## src/tsf_pkg.sv

```systemverilog
package tsf_pkg;

    localparam int DEF_MAX_LENGTH  = 256;
    localparam int DEF_SAMPLE_BITS = 12;
    localparam int DEF_MAX_TRACE   = 16384;

    localparam int CFG_IDX_BITS = 3;

    localparam logic [CFG_IDX_BITS-1:0] REG_FILTER_LENGTH = 3'd0;
    localparam logic [CFG_IDX_BITS-1:0] REG_RISE_LENGTH   = 3'd1;
    localparam logic [CFG_IDX_BITS-1:0] REG_GAP_LENGTH    = 3'd2;
    localparam logic [CFG_IDX_BITS-1:0] REG_START_INDEX   = 3'd3;
    localparam logic [CFG_IDX_BITS-1:0] REG_STOP_INDEX    = 3'd4;

    localparam int RST_FILTER_LENGTH = 16;
    localparam int RST_RISE_LENGTH   = 6;
    localparam int RST_GAP_LENGTH    = 4;
    localparam int RST_START_INDEX   = 0;

endpackage

```

## src/tsf_cfg.sv

```systemverilog
module tsf_cfg
    import tsf_pkg::*;
#(
    parameter int MAX_LENGTH = DEF_MAX_LENGTH,
    parameter int MAX_TRACE  = DEF_MAX_TRACE
) (
    input  logic                                   i_clk,
    input  logic                                   i_rst_n,
    input  logic                                   i_cfg_we,
    input  logic [CFG_IDX_BITS-1:0]                i_cfg_index,
    input  logic [((($clog2(MAX_TRACE)+1) > ($clog2(MAX_LENGTH)+1)) ?
                   ($clog2(MAX_TRACE)+1) : ($clog2(MAX_LENGTH)+1))-1:0] i_cfg_data,
    output logic [$clog2(MAX_LENGTH):0]            o_len,
    output logic [$clog2(MAX_LENGTH):0]            o_rise,
    output logic [$clog2(MAX_LENGTH):0]            o_gap,
    output logic [((($clog2(MAX_TRACE)+1) > ($clog2(MAX_LENGTH)+1)) ?
                   ($clog2(MAX_TRACE)+1) : ($clog2(MAX_LENGTH)+1))-1:0] o_start,
    output logic [$clog2(MAX_TRACE):0]             o_stop
);

    localparam int ADDR_BITS = $clog2(MAX_LENGTH);
    localparam int LEN_BITS  = ADDR_BITS + 1;
    localparam int IDX_BITS  = $clog2(MAX_TRACE);
    localparam int CNT_BITS  = IDX_BITS + 1;
    localparam int CMP_BITS  = (CNT_BITS > LEN_BITS) ? CNT_BITS : LEN_BITS;

    logic [LEN_BITS-1:0]  r_len;
    logic [LEN_BITS-1:0]  r_rise;
    logic [ADDR_BITS-1:0] r_gap;
    logic [IDX_BITS-1:0]  r_start;
    logic [CNT_BITS-1:0]  r_stop;

    logic [LEN_BITS-1:0]  len;
    logic [LEN_BITS-1:0]  rise;
    logic [LEN_BITS-1:0]  room;

    always_ff @(posedge i_clk) begin
        if (!i_rst_n) begin
            r_len   <= LEN_BITS'(RST_FILTER_LENGTH);
            r_rise  <= LEN_BITS'(RST_RISE_LENGTH);
            r_gap   <= ADDR_BITS'(RST_GAP_LENGTH);
            r_start <= IDX_BITS'(RST_START_INDEX);
            r_stop  <= CNT_BITS'(MAX_TRACE);
        end else if (i_cfg_we) begin
            unique case (i_cfg_index)
                REG_FILTER_LENGTH: r_len   <= i_cfg_data[LEN_BITS-1:0];
                REG_RISE_LENGTH:   r_rise  <= i_cfg_data[LEN_BITS-1:0];
                REG_GAP_LENGTH:    r_gap   <= i_cfg_data[ADDR_BITS-1:0];
                REG_START_INDEX:   r_start <= i_cfg_data[IDX_BITS-1:0];
                REG_STOP_INDEX:    r_stop  <= i_cfg_data[CNT_BITS-1:0];
                default: ;
            endcase
        end
    end

    always_comb begin
        if (r_len == '0) begin
            len = LEN_BITS'(1);
        end else if (r_len > LEN_BITS'(MAX_LENGTH)) begin
            len = LEN_BITS'(MAX_LENGTH);
        end else begin
            len = r_len;
        end

        if (r_rise == '0) begin
            rise = LEN_BITS'(1);
        end else if (r_rise > len) begin
            rise = len;
        end else begin
            rise = r_rise;
        end

        room = len - rise;

        if (LEN_BITS'(r_gap) > room) begin
            o_gap = room;
        end else begin
            o_gap = LEN_BITS'(r_gap);
        end

        if (CMP_BITS'(r_start) < CMP_BITS'(len)) begin
            o_start = CMP_BITS'(len);
        end else begin
            o_start = CMP_BITS'(r_start);
        end
    end

    assign o_len  = len;
    assign o_rise = rise;
    assign o_stop = r_stop;

endmodule

```

## config.mk

```make
export PLATFORM = sky130hd
export DESIGN_NAME = tsf_cfg
export DESIGN_NICKNAME = d
export VERILOG_FILES = /design/src/tsf_pkg.sv /design/src/tsf_cfg.sv
export SDC_FILE = /design/constraint.sdc
export NUM_CORES = 1
export LEC_CHECK = 0
export ABC_AREA = 1
export BUFFER_PORTS_ARGS = -buffer_cell sky130_fd_sc_hd__buf_2
export CAP_MARGIN = 20
export CORE_UTILIZATION = 30
export DETAILED_ROUTE_END_ITERATION = 8
export SLEW_MARGIN = 20
export SYNTH_ARGS = -nofsm -noshare
export SYNTH_HDL_FRONTEND = slang
export SYNTH_SLANG_ARGS = --single-unit
```

## constraint.sdc

```tcl
create_clock -name i_clk -period 6 [get_ports i_clk]
set_clock_uncertainty 0.15 [all_clocks]
set_input_delay 1.2 -clock i_clk [delete_from_list [all_inputs] [get_ports i_clk]]
set_output_delay 1.2 -clock i_clk [all_outputs]
set_load 0.05 [all_outputs]
```

# [After elaboration in Yosys (flattened, before gate mapping)]
# Cells that the tools add are included.
[totals] register_bits=55 inputBits=21 word_cells=28 out_inout_bits=57
[classes] n_eq_ne=4 n_lt_le_gt_ge=4 reduce_logical=8 addsub=1 n_mux=6
[op_table] op="2-to-1 mux 9 bit" count=5
[op_table] op="zero test 9 bit" count=2
[op_table] op="less-than comparator 14 x 9 -> 1 bit" count=1
[op_table] op="2-to-1 mux 14 bit" count=1
[op_table] op="AND reduction 2 bit" count=5
[op_table] op="> comparator 8 x 9 -> 1 bit" count=1
[op_table] op="> comparator 9 bit" count=1
[op_table] op="> comparator 9 bit, second input constant" count=1
[op_table] op="subtractor 9 bit" count=1
[op_table] op="== test 3 x 2 -> 1 bit, second input constant" count=2
[op_table] op="== test 3 x 1 -> 1 bit, second input constant" count=1
[op_table] op="== test 3 bit, second input constant" count=1
[op_table] op="zero test 3 bit" count=1

# [Depth between registers and ports, before layout]
# Gate-level depths: netlist of run 1.
[logic_depth] depth_word=9 depth_mapped=34 ltp_nobuf=34

# [Worst setup path before layout of run 1]
# OpenSTA, ideal clock, no wires.
[synth_timing] kind="reg2out" from="reg r_len[0]" to="out o_gap[0]" required_ns=4.650 path_stages_with_launch=35 arrival_ns=6.200 setup_slack_ns=-1.550 path_buffers=1 path_cell_list="dfxtp_1 nor2_1 nand2_1 nor2_2 nor2_1 nor2_1 inv_1 ha_1 nand2_1 inv_1 nand2_1 nand2_1 nand2_1 nand3_2 nand2_2 buf_4 nor2_1 nor3_1 inv_1 ha_1 nand2_1 o21ai_1 a21oi_1 o21bai_1 xor2_1 inv_1 ha_1 nand2_1 o21bai_1 nand2_1 a21oi_1 nor2_2 nand3_2 nand2_1 nand2_1"
[synth_between] elab_chain_cells=9 elab_cells_between_ends=10 cone_classes="add/sub: 1; order compare: 3; mux: 5; reduce/logical: 1"
[synth_rtl] item="start, declared" line="tsf_cfg.sv:27" source="logic [LEN_BITS-1:0] r_len;"
[synth_rtl] item="start signal, assigned" line="tsf_cfg.sv:39" source="r_len <= LEN_BITS'(RST_FILTER_LENGTH);"
[synth_rtl] item="start signal, assigned" line="tsf_cfg.sv:46" source="REG_FILTER_LENGTH: r_len <= i_cfg_data[LEN_BITS-1:0];"
[synth_rtl] item="> comparator 9 bit" line="tsf_cfg.sv:59" source="end else if (r_len > LEN_BITS'(MAX_LENGTH)) begin"
[synth_rtl] item="2-to-1 mux 9 bit" line="tsf_cfg.sv:59"
[synth_rtl] item="2-to-1 mux 9 bit (*)" line="tsf_cfg.sv:57" source="if (r_len == '0) begin"
[synth_rtl] item="via o_len[4]" line="tsf_cfg.sv:13" source="output logic [$clog2(MAX_LENGTH):0] o_len,"
[synth_rtl] item="> comparator 9 bit (*)" line="tsf_cfg.sv:67" source="end else if (r_rise > len) begin"
[synth_rtl] item="2-to-1 mux 9 bit (*)" line="tsf_cfg.sv:67"
[synth_rtl] item="2-to-1 mux 9 bit (*)" line="tsf_cfg.sv:65" source="if (r_rise == '0) begin"
[synth_rtl] item="via o_rise[2]" line="tsf_cfg.sv:14" source="output logic [$clog2(MAX_LENGTH):0] o_rise,"
[synth_rtl] item="subtractor 9 bit (*)" line="tsf_cfg.sv:73" source="room = len - rise;"
[synth_rtl] item="> comparator 8 x 9 -> 1 bit (*)" line="tsf_cfg.sv:75" source="if (LEN_BITS'(r_gap) > room) begin"
[synth_rtl] item="2-to-1 mux 9 bit (*)" line="tsf_cfg.sv:75"
[synth_rtl] item="end, declared" line="tsf_cfg.sv:15" source="output logic [$clog2(MAX_LENGTH):0] o_gap,"
# Mark *: on every way through the listed nets, which the timed path passes. The rest lies on a longest branch.

# [Final worst setup path of run 1]
[layout_timing] from="reg r_len[4]" to="out o_gap[0]"
[layout_between] elab_chain_cells=9 elab_cells_between_ends=10 cone_classes="add/sub: 1; order compare: 3; mux: 5; reduce/logical: 1"
[layout_rtl] item="> comparator 9 bit" line="tsf_cfg.sv:59"
[layout_rtl] item="2-to-1 mux 9 bit" line="tsf_cfg.sv:59"
[layout_rtl] item="2-to-1 mux 9 bit (*)" line="tsf_cfg.sv:57"
[layout_rtl] item="> comparator 9 bit" line="tsf_cfg.sv:67"
[layout_rtl] item="2-to-1 mux 9 bit" line="tsf_cfg.sv:67"
[layout_rtl] item="2-to-1 mux 9 bit" line="tsf_cfg.sv:65"
[layout_rtl] item="subtractor 9 bit (*)" line="tsf_cfg.sv:73"
[layout_rtl] item="> comparator 8 x 9 -> 1 bit" line="tsf_cfg.sv:75"
[layout_rtl] item="2-to-1 mux 9 bit (*)" line="tsf_cfg.sv:75"
# Every way passes the cells marked *; elsewhere a longest branch is shown, timed or not.

==> results of run 1 <==
==> routing by layer <==
layer | wire, um | GRT usage | vias up
li1 | - | - | 1887
met1 | 5000 | 0.232 | 1722
met2 | 5380 | 0.309 | 92
met3 | 534 | 0.0241 | 22
met4 | 251 | 0.0560 | 0
met5 | 0 | 0 | -
==> registers in the layout, summed over array words and instances (netlist names) <==
register,flops
o_stop,15
r_gap,8
r_len,9
r_rise,9
r_start,14
==> kinds of logic after synthesis <==
| kind of cell | share of synthesized area |
|---|---|
| fa+ha+maj | 0.122 |
| xor+xnor | 0.0148 |
| simple gates | 0.292 |
| other cells | 0.00106 |
| buf+inv | 0.101 |
| compound gates | 0.159 |
| flops | 0.311 |
==> what timing repair did <==
item,4_1_cts,5_1_grt
hold buffers,0,0
gates resized for setup,47,26
pin swaps,36,29
cloned,0,0
endpoints found under the setup margin,8,8
setup buffers,17,8
==> Yosys cell counts (all sizes together), types with 4 or more instances <==
| cell type | number | share of area |
|---|---|---|
| nand4 | 4 | 0.0071 |
| nand2 | 84 | 0.097 |
| clkbuf | 17 | 0.018 |
| inv | 68 | 0.073 |
| ha | 33 | 0.12 |
| buf | 4 | 0.0078 |
| nor2 | 89 | 0.098 |
| dfxtp | 55 | 0.31 |
| xor2 | 5 | 0.012 |
| nor3 | 10 | 0.020 |
| a21oi | 38 | 0.055 |
| o21ai | 59 | 0.084 |
| nand3 | 34 | 0.057 |
==> final cells by class <==
type                            count  area (um^2)
Clock buffer                        6          139
Tap cell                          143          179
Clock inverter                      2         35.0
Multi-Input combinational cell    373         2590
Timing Repair Buffer              118          800
Inverter                           70          268
Fill cell                        1104         6350
Sequential cell                    55         1110
==> worst min-delay path by stage <==
stage,to,slack (ps),cells past startpoint
2_1_floorplan,r_start[12],280,2
3_3_place_gp,o_stop[14],290,2
4_1_cts,r_start[12],320,2
6_report,o_stop[14],320,2
5_1_grt,r_start[12],340,2
3_5_place_dp,o_stop[14],300,2
==> placed cells by master, fill, tap and decap left out, types with 4 or more instances in the layout <==
cell type	netlist	layout
a21oi_1	37	31
a21oi_2	1	6
buf_2	1	67
buf_4	3	40
buf_8	0	6
clkbuf_16	0	5
dfxtp_1	55	50
dfxtp_2	0	5
ha_1	33	25
ha_4	0	8
inv_1	66	59
inv_2	1	7
nand2_1	76	53
nand2_2	6	10
nand2_4	2	21
nand3_1	29	22
nand3_2	4	10
nand4_1	4	4
nor2_1	85	75
nor2_2	3	4
nor2_4	1	10
nor3_4	1	5
o21ai_0	55	53
==> power groups by stage <==
stage	Sequential (mW)	Combinational [mW]	Clock [mW]
4_1_cts	0.390	0.574	0.340
2_1_floorplan	0.406	0.379	0
3_3_place_gp	0.397	0.490	0
5_1_grt	0.392	0.691	0.355
6_report	0.391	0.643	0.335
3_5_place_dp	0.397	0.500	0
==> metrics by stage <==
step           total power, mW  hold slack, ps  utilization  setup TNS (ps)  cell area (um^2)
6_report                  1.37             319        0.446           -2420              5120
5_1_grt                   1.44             343        0.446           -4520              5120
4_1_cts                   1.30             322        0.431            -976              4950
3_5_place_dp             0.898             304        0.386           -1340              4430
3_3_place_gp             0.888             292        0.386               0              4430
2_1_floorplan            0.785             281            -           -1160              3820
==> critical path: cells and delay by family (launching register included) <==
| family | cells | cell delay, ps |
|---|---|---|
| AOI/OAI and AO/OA | 7 | 880 |
| xor gates and xnor gates | 1 | 260 |
| adders and majority gates | 4 | 1140 |
| buffers and inverters | 6 | 650 |
| DFF | 1 | 320 |
| and+or+nand+nor | 14 | 1440 |
==> results.md, run 1 <==
* DRC at 0
* Vias in the first global route at 3591
* Comb pwr share at 0.470
* Switching power at 546 uW
* Static leakage at 2.48 nW
* Setup violators final at 8
* WP data arrival at 4970 ps
* Worst Hold Launch: o_stop[14]
* Routed WL at 11200 um
* Synth Flop Type: dfxtp_1
* Sequential fraction of the synthesis area at 0.311
* Origin of the worst setup path: r_len[4]
* Routability cong. at between 0.8 and 0.9
* Share of layout cells above drive strength 1 at 0.370
* I/O Buffers at 75
* Clk sinks at 55
* CP Launch Type: flip-flop
* Worst VDD drop at about 0.13 mV
* Gr usage total at 0.180
* Worst EP required at between 4000 and 5000 ps
* Setup crit end: o_gap[0]
* Core area at 0.0115 mm^2
* Number of antenna diodes at 0
* P per Cell Area at about 270 mW/mm^2
* H-tree Lvls at 2
* Worst skew pair latency at slightly below 300 ps
* Dpl cells at around 730
* Maximum buffer depth of the clock tree at 2
* Worst reg2reg setup slack at 5020 ps
* Post-Syn Area at roughly 0.0035 mm^2
* Ports at 78
* Initial drt markers at 156
* First-pass GRT wire length at 17900 um
* Initial Utilization at 0.309
* Die W at 111 um
* Final Cycle Share at 1.05
* Largest stage delay on the critical path at 390 ps
* Run status: complete, but fails checks
* Post-synth EDFFs at 0
* Crit. End Element: output port
* Worst R2R End: r_rise[6]
* Total CTS buffers at 5
* Worst reg2reg path startpoint: r_rise[6]
* Vias after detailed routing at around 3700
* Slew @ Worst Pin at 862 ps
* Drt first pass iters at 4
* Via density at 4.85
* Fin worst setup slack at -322 ps
* Worst R2R Path Depth at 3
* RSZ-0062 raised after global routing: true
* Kind of critical path: flip-flop to output port
* Max FO, Critical Path at 7
* Final Non-Filler Cells at 767
* Final ANT Viol Nets at 0
* Achievable Freq at 158 MHz
* Area grow syn2layout at 44.4%
* Distinct cells, synth at 41
* Clock Power Share at 0.245
* CTS root buffer: clkbuf_16
* Synthesis-stage register bit count at 55
* Layout Nets at slightly below 700
* Die area at 0.0123 mm^2
* Failing checks: negative setup slack
* Clock transition at path regs at 70 ps
* Internal power at between 800 and 900 uW
* Switching share of total power at 0.399
* Row cnt at 39
* Routed length per instance at 14.6 um
* DPL Wire Length at ~8200 um
* Slowest-stage cell, CP: fa_2
* Avg Inst Size Synth at 6.85 um^2
* Die Height at 111 um
* FFs w/ async S/R, synth at 0
* CTS tree: built
* Initial antenna violation count at 0
* Setup Slack @ Placement at -172 ps
* Flop pwr share at 0.285
* Yosys warning count at 0
* Max-capacitance violation count at 0
* Final Max Slew Viols at 0
* Grt total ovfl at 0
* Worst min path class: flip-flop to flip-flop
* Final hold violation count at 0
* Slew HR at 0.422
* Post-synthesis instance total at 518
* Largest net degree at the start of global routing at 56
* Post-layout min period at 6320 ps
Note: power is estimated with default switching activity, not from simulation.
==> run 2, diff against run 1 <==
- ABC_AREA: 1 -> default
==> run 2 against run 1 <==
Effect of this change:
- the run still ends with negative setup slack left
- combinational power fell by 43%
- final area increased by 0.27%
- clock power down 7.5%
- utilization increased by 0.31 points
- count of clock-buffer cells in the layout increased by 1
- critical path type unchanged
- sequential power is 3% lower
- sequential share of layout area barely moved
==> results.md, run 2 <==
* Final Core Density at 0.450
* Die area at around 0.012 mm^2
* Gr usage total at 0.186
* Largest register FFs at 15
* Yosys warning count at 0
* Post-layout min period at 6480 ps
* Top cell type's share of synthesized area at 0.314
* Largest stage delay on the critical path at 390 ps
* Layout Nets at between 600 and 700
* Slew HR at 0.430
* WP data arrival at between 5000 and 6000 ps
* Top-count cell post-synth: nand2_1
* Setup TNS at -3690 ps
* Max FO, Critical Path at 6
* Max-capacitance violation count at 0
* Synth Flop Type: dfxtp_1
* Commonest non-fill, non-tap cells in the layout: nand2_1, buf_4, buf_2
* Static leakage at between 2 and 2.5 nW
* Kind of critical path: flip-flop to output port
* Total CTS buffers at 5
* Hold_buf cts at 0
* Slowest-stage cell, CP: dfxtp_4
* Number of antenna diodes at 0
* Power consumption at 1.06 mW
* Final Cycle Share at 1.08
* Largest net degree at the start of global routing at 56
* Die W at about 110 um
* Routed WL at roughly 11000 um
* Vias after detailed routing at approximately 3500
* Most common cell after layout, fill and taps aside: nand2_1
* DRC at 0
* Via density at 4.83
* Post-Syn Area at 0.00351 mm^2
* Routability cong. at around 0.85
* I/O Buffers at 75
* Post-synthesis instance total at about 450
* Achievable Freq at 154 MHz
* RSZ-0062 raised after global routing: true
* Sequential fraction of the synthesis area at 0.314
* Distinct cells, synth at 42
* H-tree Lvls at 2
* Maximum buffer depth of the clock tree at 2
* Share of layout cells above drive strength 1 at 0.394
* Synth top area cells: dfxtp_1, nand2_1, ha_1
* Post-synth EDFFs at 0
* Yosys top cell by area: dfxtp_1
* Row cnt at 39
* CTS root buffer: clkbuf_16
* Worst min path class: flip-flop to flip-flop
* Grt total ovfl at 0
* Worst skew pair latency at 290 ps
* Ports at roughly 80
* Worst VDD drop at 0.152 mV
* Initial drt markers at ~160
* Final Max Slew Viols at 0
* FFs w/ async S/R, synth at 0
* Clock transition at path regs at 70 ps
* P per Cell Area at 206 mW/mm^2
* CTS tree: built
* Slew @ Worst Pin at between 800 and 900 ps
* DPL Wire Length at 8560 um
* Area grow syn2layout at 46.4%
* Vias in the first global route at 3389
* Setup Slack @ Placement at -457 ps
* Failing checks: negative setup slack
* Avg Inst Size Synth at ~7.9 um^2
* Crit path buf inv count at 5
* Clk sinks at 55
* Initial Utilization at 0.307
* Synth cell count leaders: nand2_1, dfxtp_1, a21boi_0
* Fin worst setup slack at -483 ps
* Worst EP required at 4650 ps
* First-pass GRT wire length at around 17000 um
* Crit. End Element: output port
* Run status: complete, but fails checks
* Synthesis-stage register bit count at 55
* Final hold violation count at 0
* Initial antenna violation count at 0
* Final ANT Viol Nets at 0
* Setup violators final at 8
* Core area at 0.0114 mm^2
* Family with the most delay on the worst path: compound AO/OA/AOI/OAI gates
* Routed length per instance at roughly 15 um
* Die Height at 110 um
* CP Launch Type: flip-flop
* Drt first pass iters at 4
[run 2: cell count changes in the layout (fill, tap and decap cells not counted), moves of 9 or more]
| cell | before | now |
|---|---|---|
| nand2_1 | 53 | 118 |
| nor2_1 | 75 | 12 |
| a21boi_0 | 0 | 50 |
| o21ai_0 | 53 | 8 |
| inv_1 | 59 | 20 |
| buf_4 | 40 | 72 |
| a21oi_1 | 31 | 10 |
| nand2_4 | 21 | 0 |
| nand3_1 | 22 | 8 |
| nand2_2 | 10 | 0 |
| nand3_2 | 10 | 0 |
| nor2_4 | 10 | 0 |
| mux2_2 | 0 | 9 |
| nor2b_4 | 0 | 9 |
[run 2: per-stage QoR]
stage	hold slack, ps	cell area, um^2	instances
after floorplan	293	3770	446
after global placement	298	4670	699
after detailed placement	309	4670	699
after CTS	318	5060	717
after global routing	341	5130	721
final	316	5130	721
[run 2: what timing repair did]
action / 4_1_cts / 5_1_grt
cloned: 0 / 0
pin swaps: 12 / 6
resized for setup: 31 / 9
setup buffers: 10 / 4
setup endpoints to repair: 8 / 8
[run 2: area by class of cell]
cell class                      count  area [um^2]
Timing Repair Buffer              149         1010
Sequential cell                    55         1110
Fill cell                        1154         6280
Tap cell                          143          179
Inverter                           28          109
Multi-Input combinational cell    338         2570
Clock inverter                      1         7.51
Clock buffer                        7          153
[run 2: logic make-up after synthesis]
| kind of cell | after synthesis | synth area share |
|---|---|---|
| buf+inv | 53 | 0.0589 |
| xor+xnor | 5 | 0.0125 |
| fa+ha+maj | 34 | 0.123 |
| flops | 55 | 0.314 |
| simple gates | 179 | 0.227 |
| compound gates | 93 | 0.188 |
| other cells | 1 | 0.00107 |
| mux | 25 | 0.0746 |
[run 2: per-layer routing]
| metal | vias to the layer above | wire [um] | global-route usage |
|---|---|---|---|
| met5 | - | 0 | 0 |
| met4 | 0 | 174 | 0.0526 |
| met3 | 17 | 507 | 0.0229 |
| met2 | 86 | 4930 | 0.306 |
| met1 | 1619 | 5200 | 0.256 |
| li1 | 1760 | - | - |
[run 2: final timing paths]
kind | start | to | cells past startpoint | slack (ps)
worst max-delay path | r_len[8] | o_gap[0] | 25 | -480
worst min register to register | o_stop[4] | o_stop[4] | 2 | 320
worst max register to register | r_len[8] | r_len[8] | 3 | 5000
worst min-delay path | o_stop[4] | o_stop[4] | 2 | 320
[run 2: worst register-to-register path: cells and delay by family (launching register included)]
family                 cells  cell delay, ps
and+or+nand+nor            1              40
DFF                        1             430
AOI/OAI and AO/OA          1             170
buffers and inverters      1             140
[run 2: power by group]
group / switching, mW / total (mW) / leakage (nW) / internal, mW
registers: 0.00733 / 0.380 / 0.447 / 0.372
clock network: 0.132 / 0.310 / 0.0761 / 0.178
logic: 0.201 / 0.368 / 1.71 / 0.167
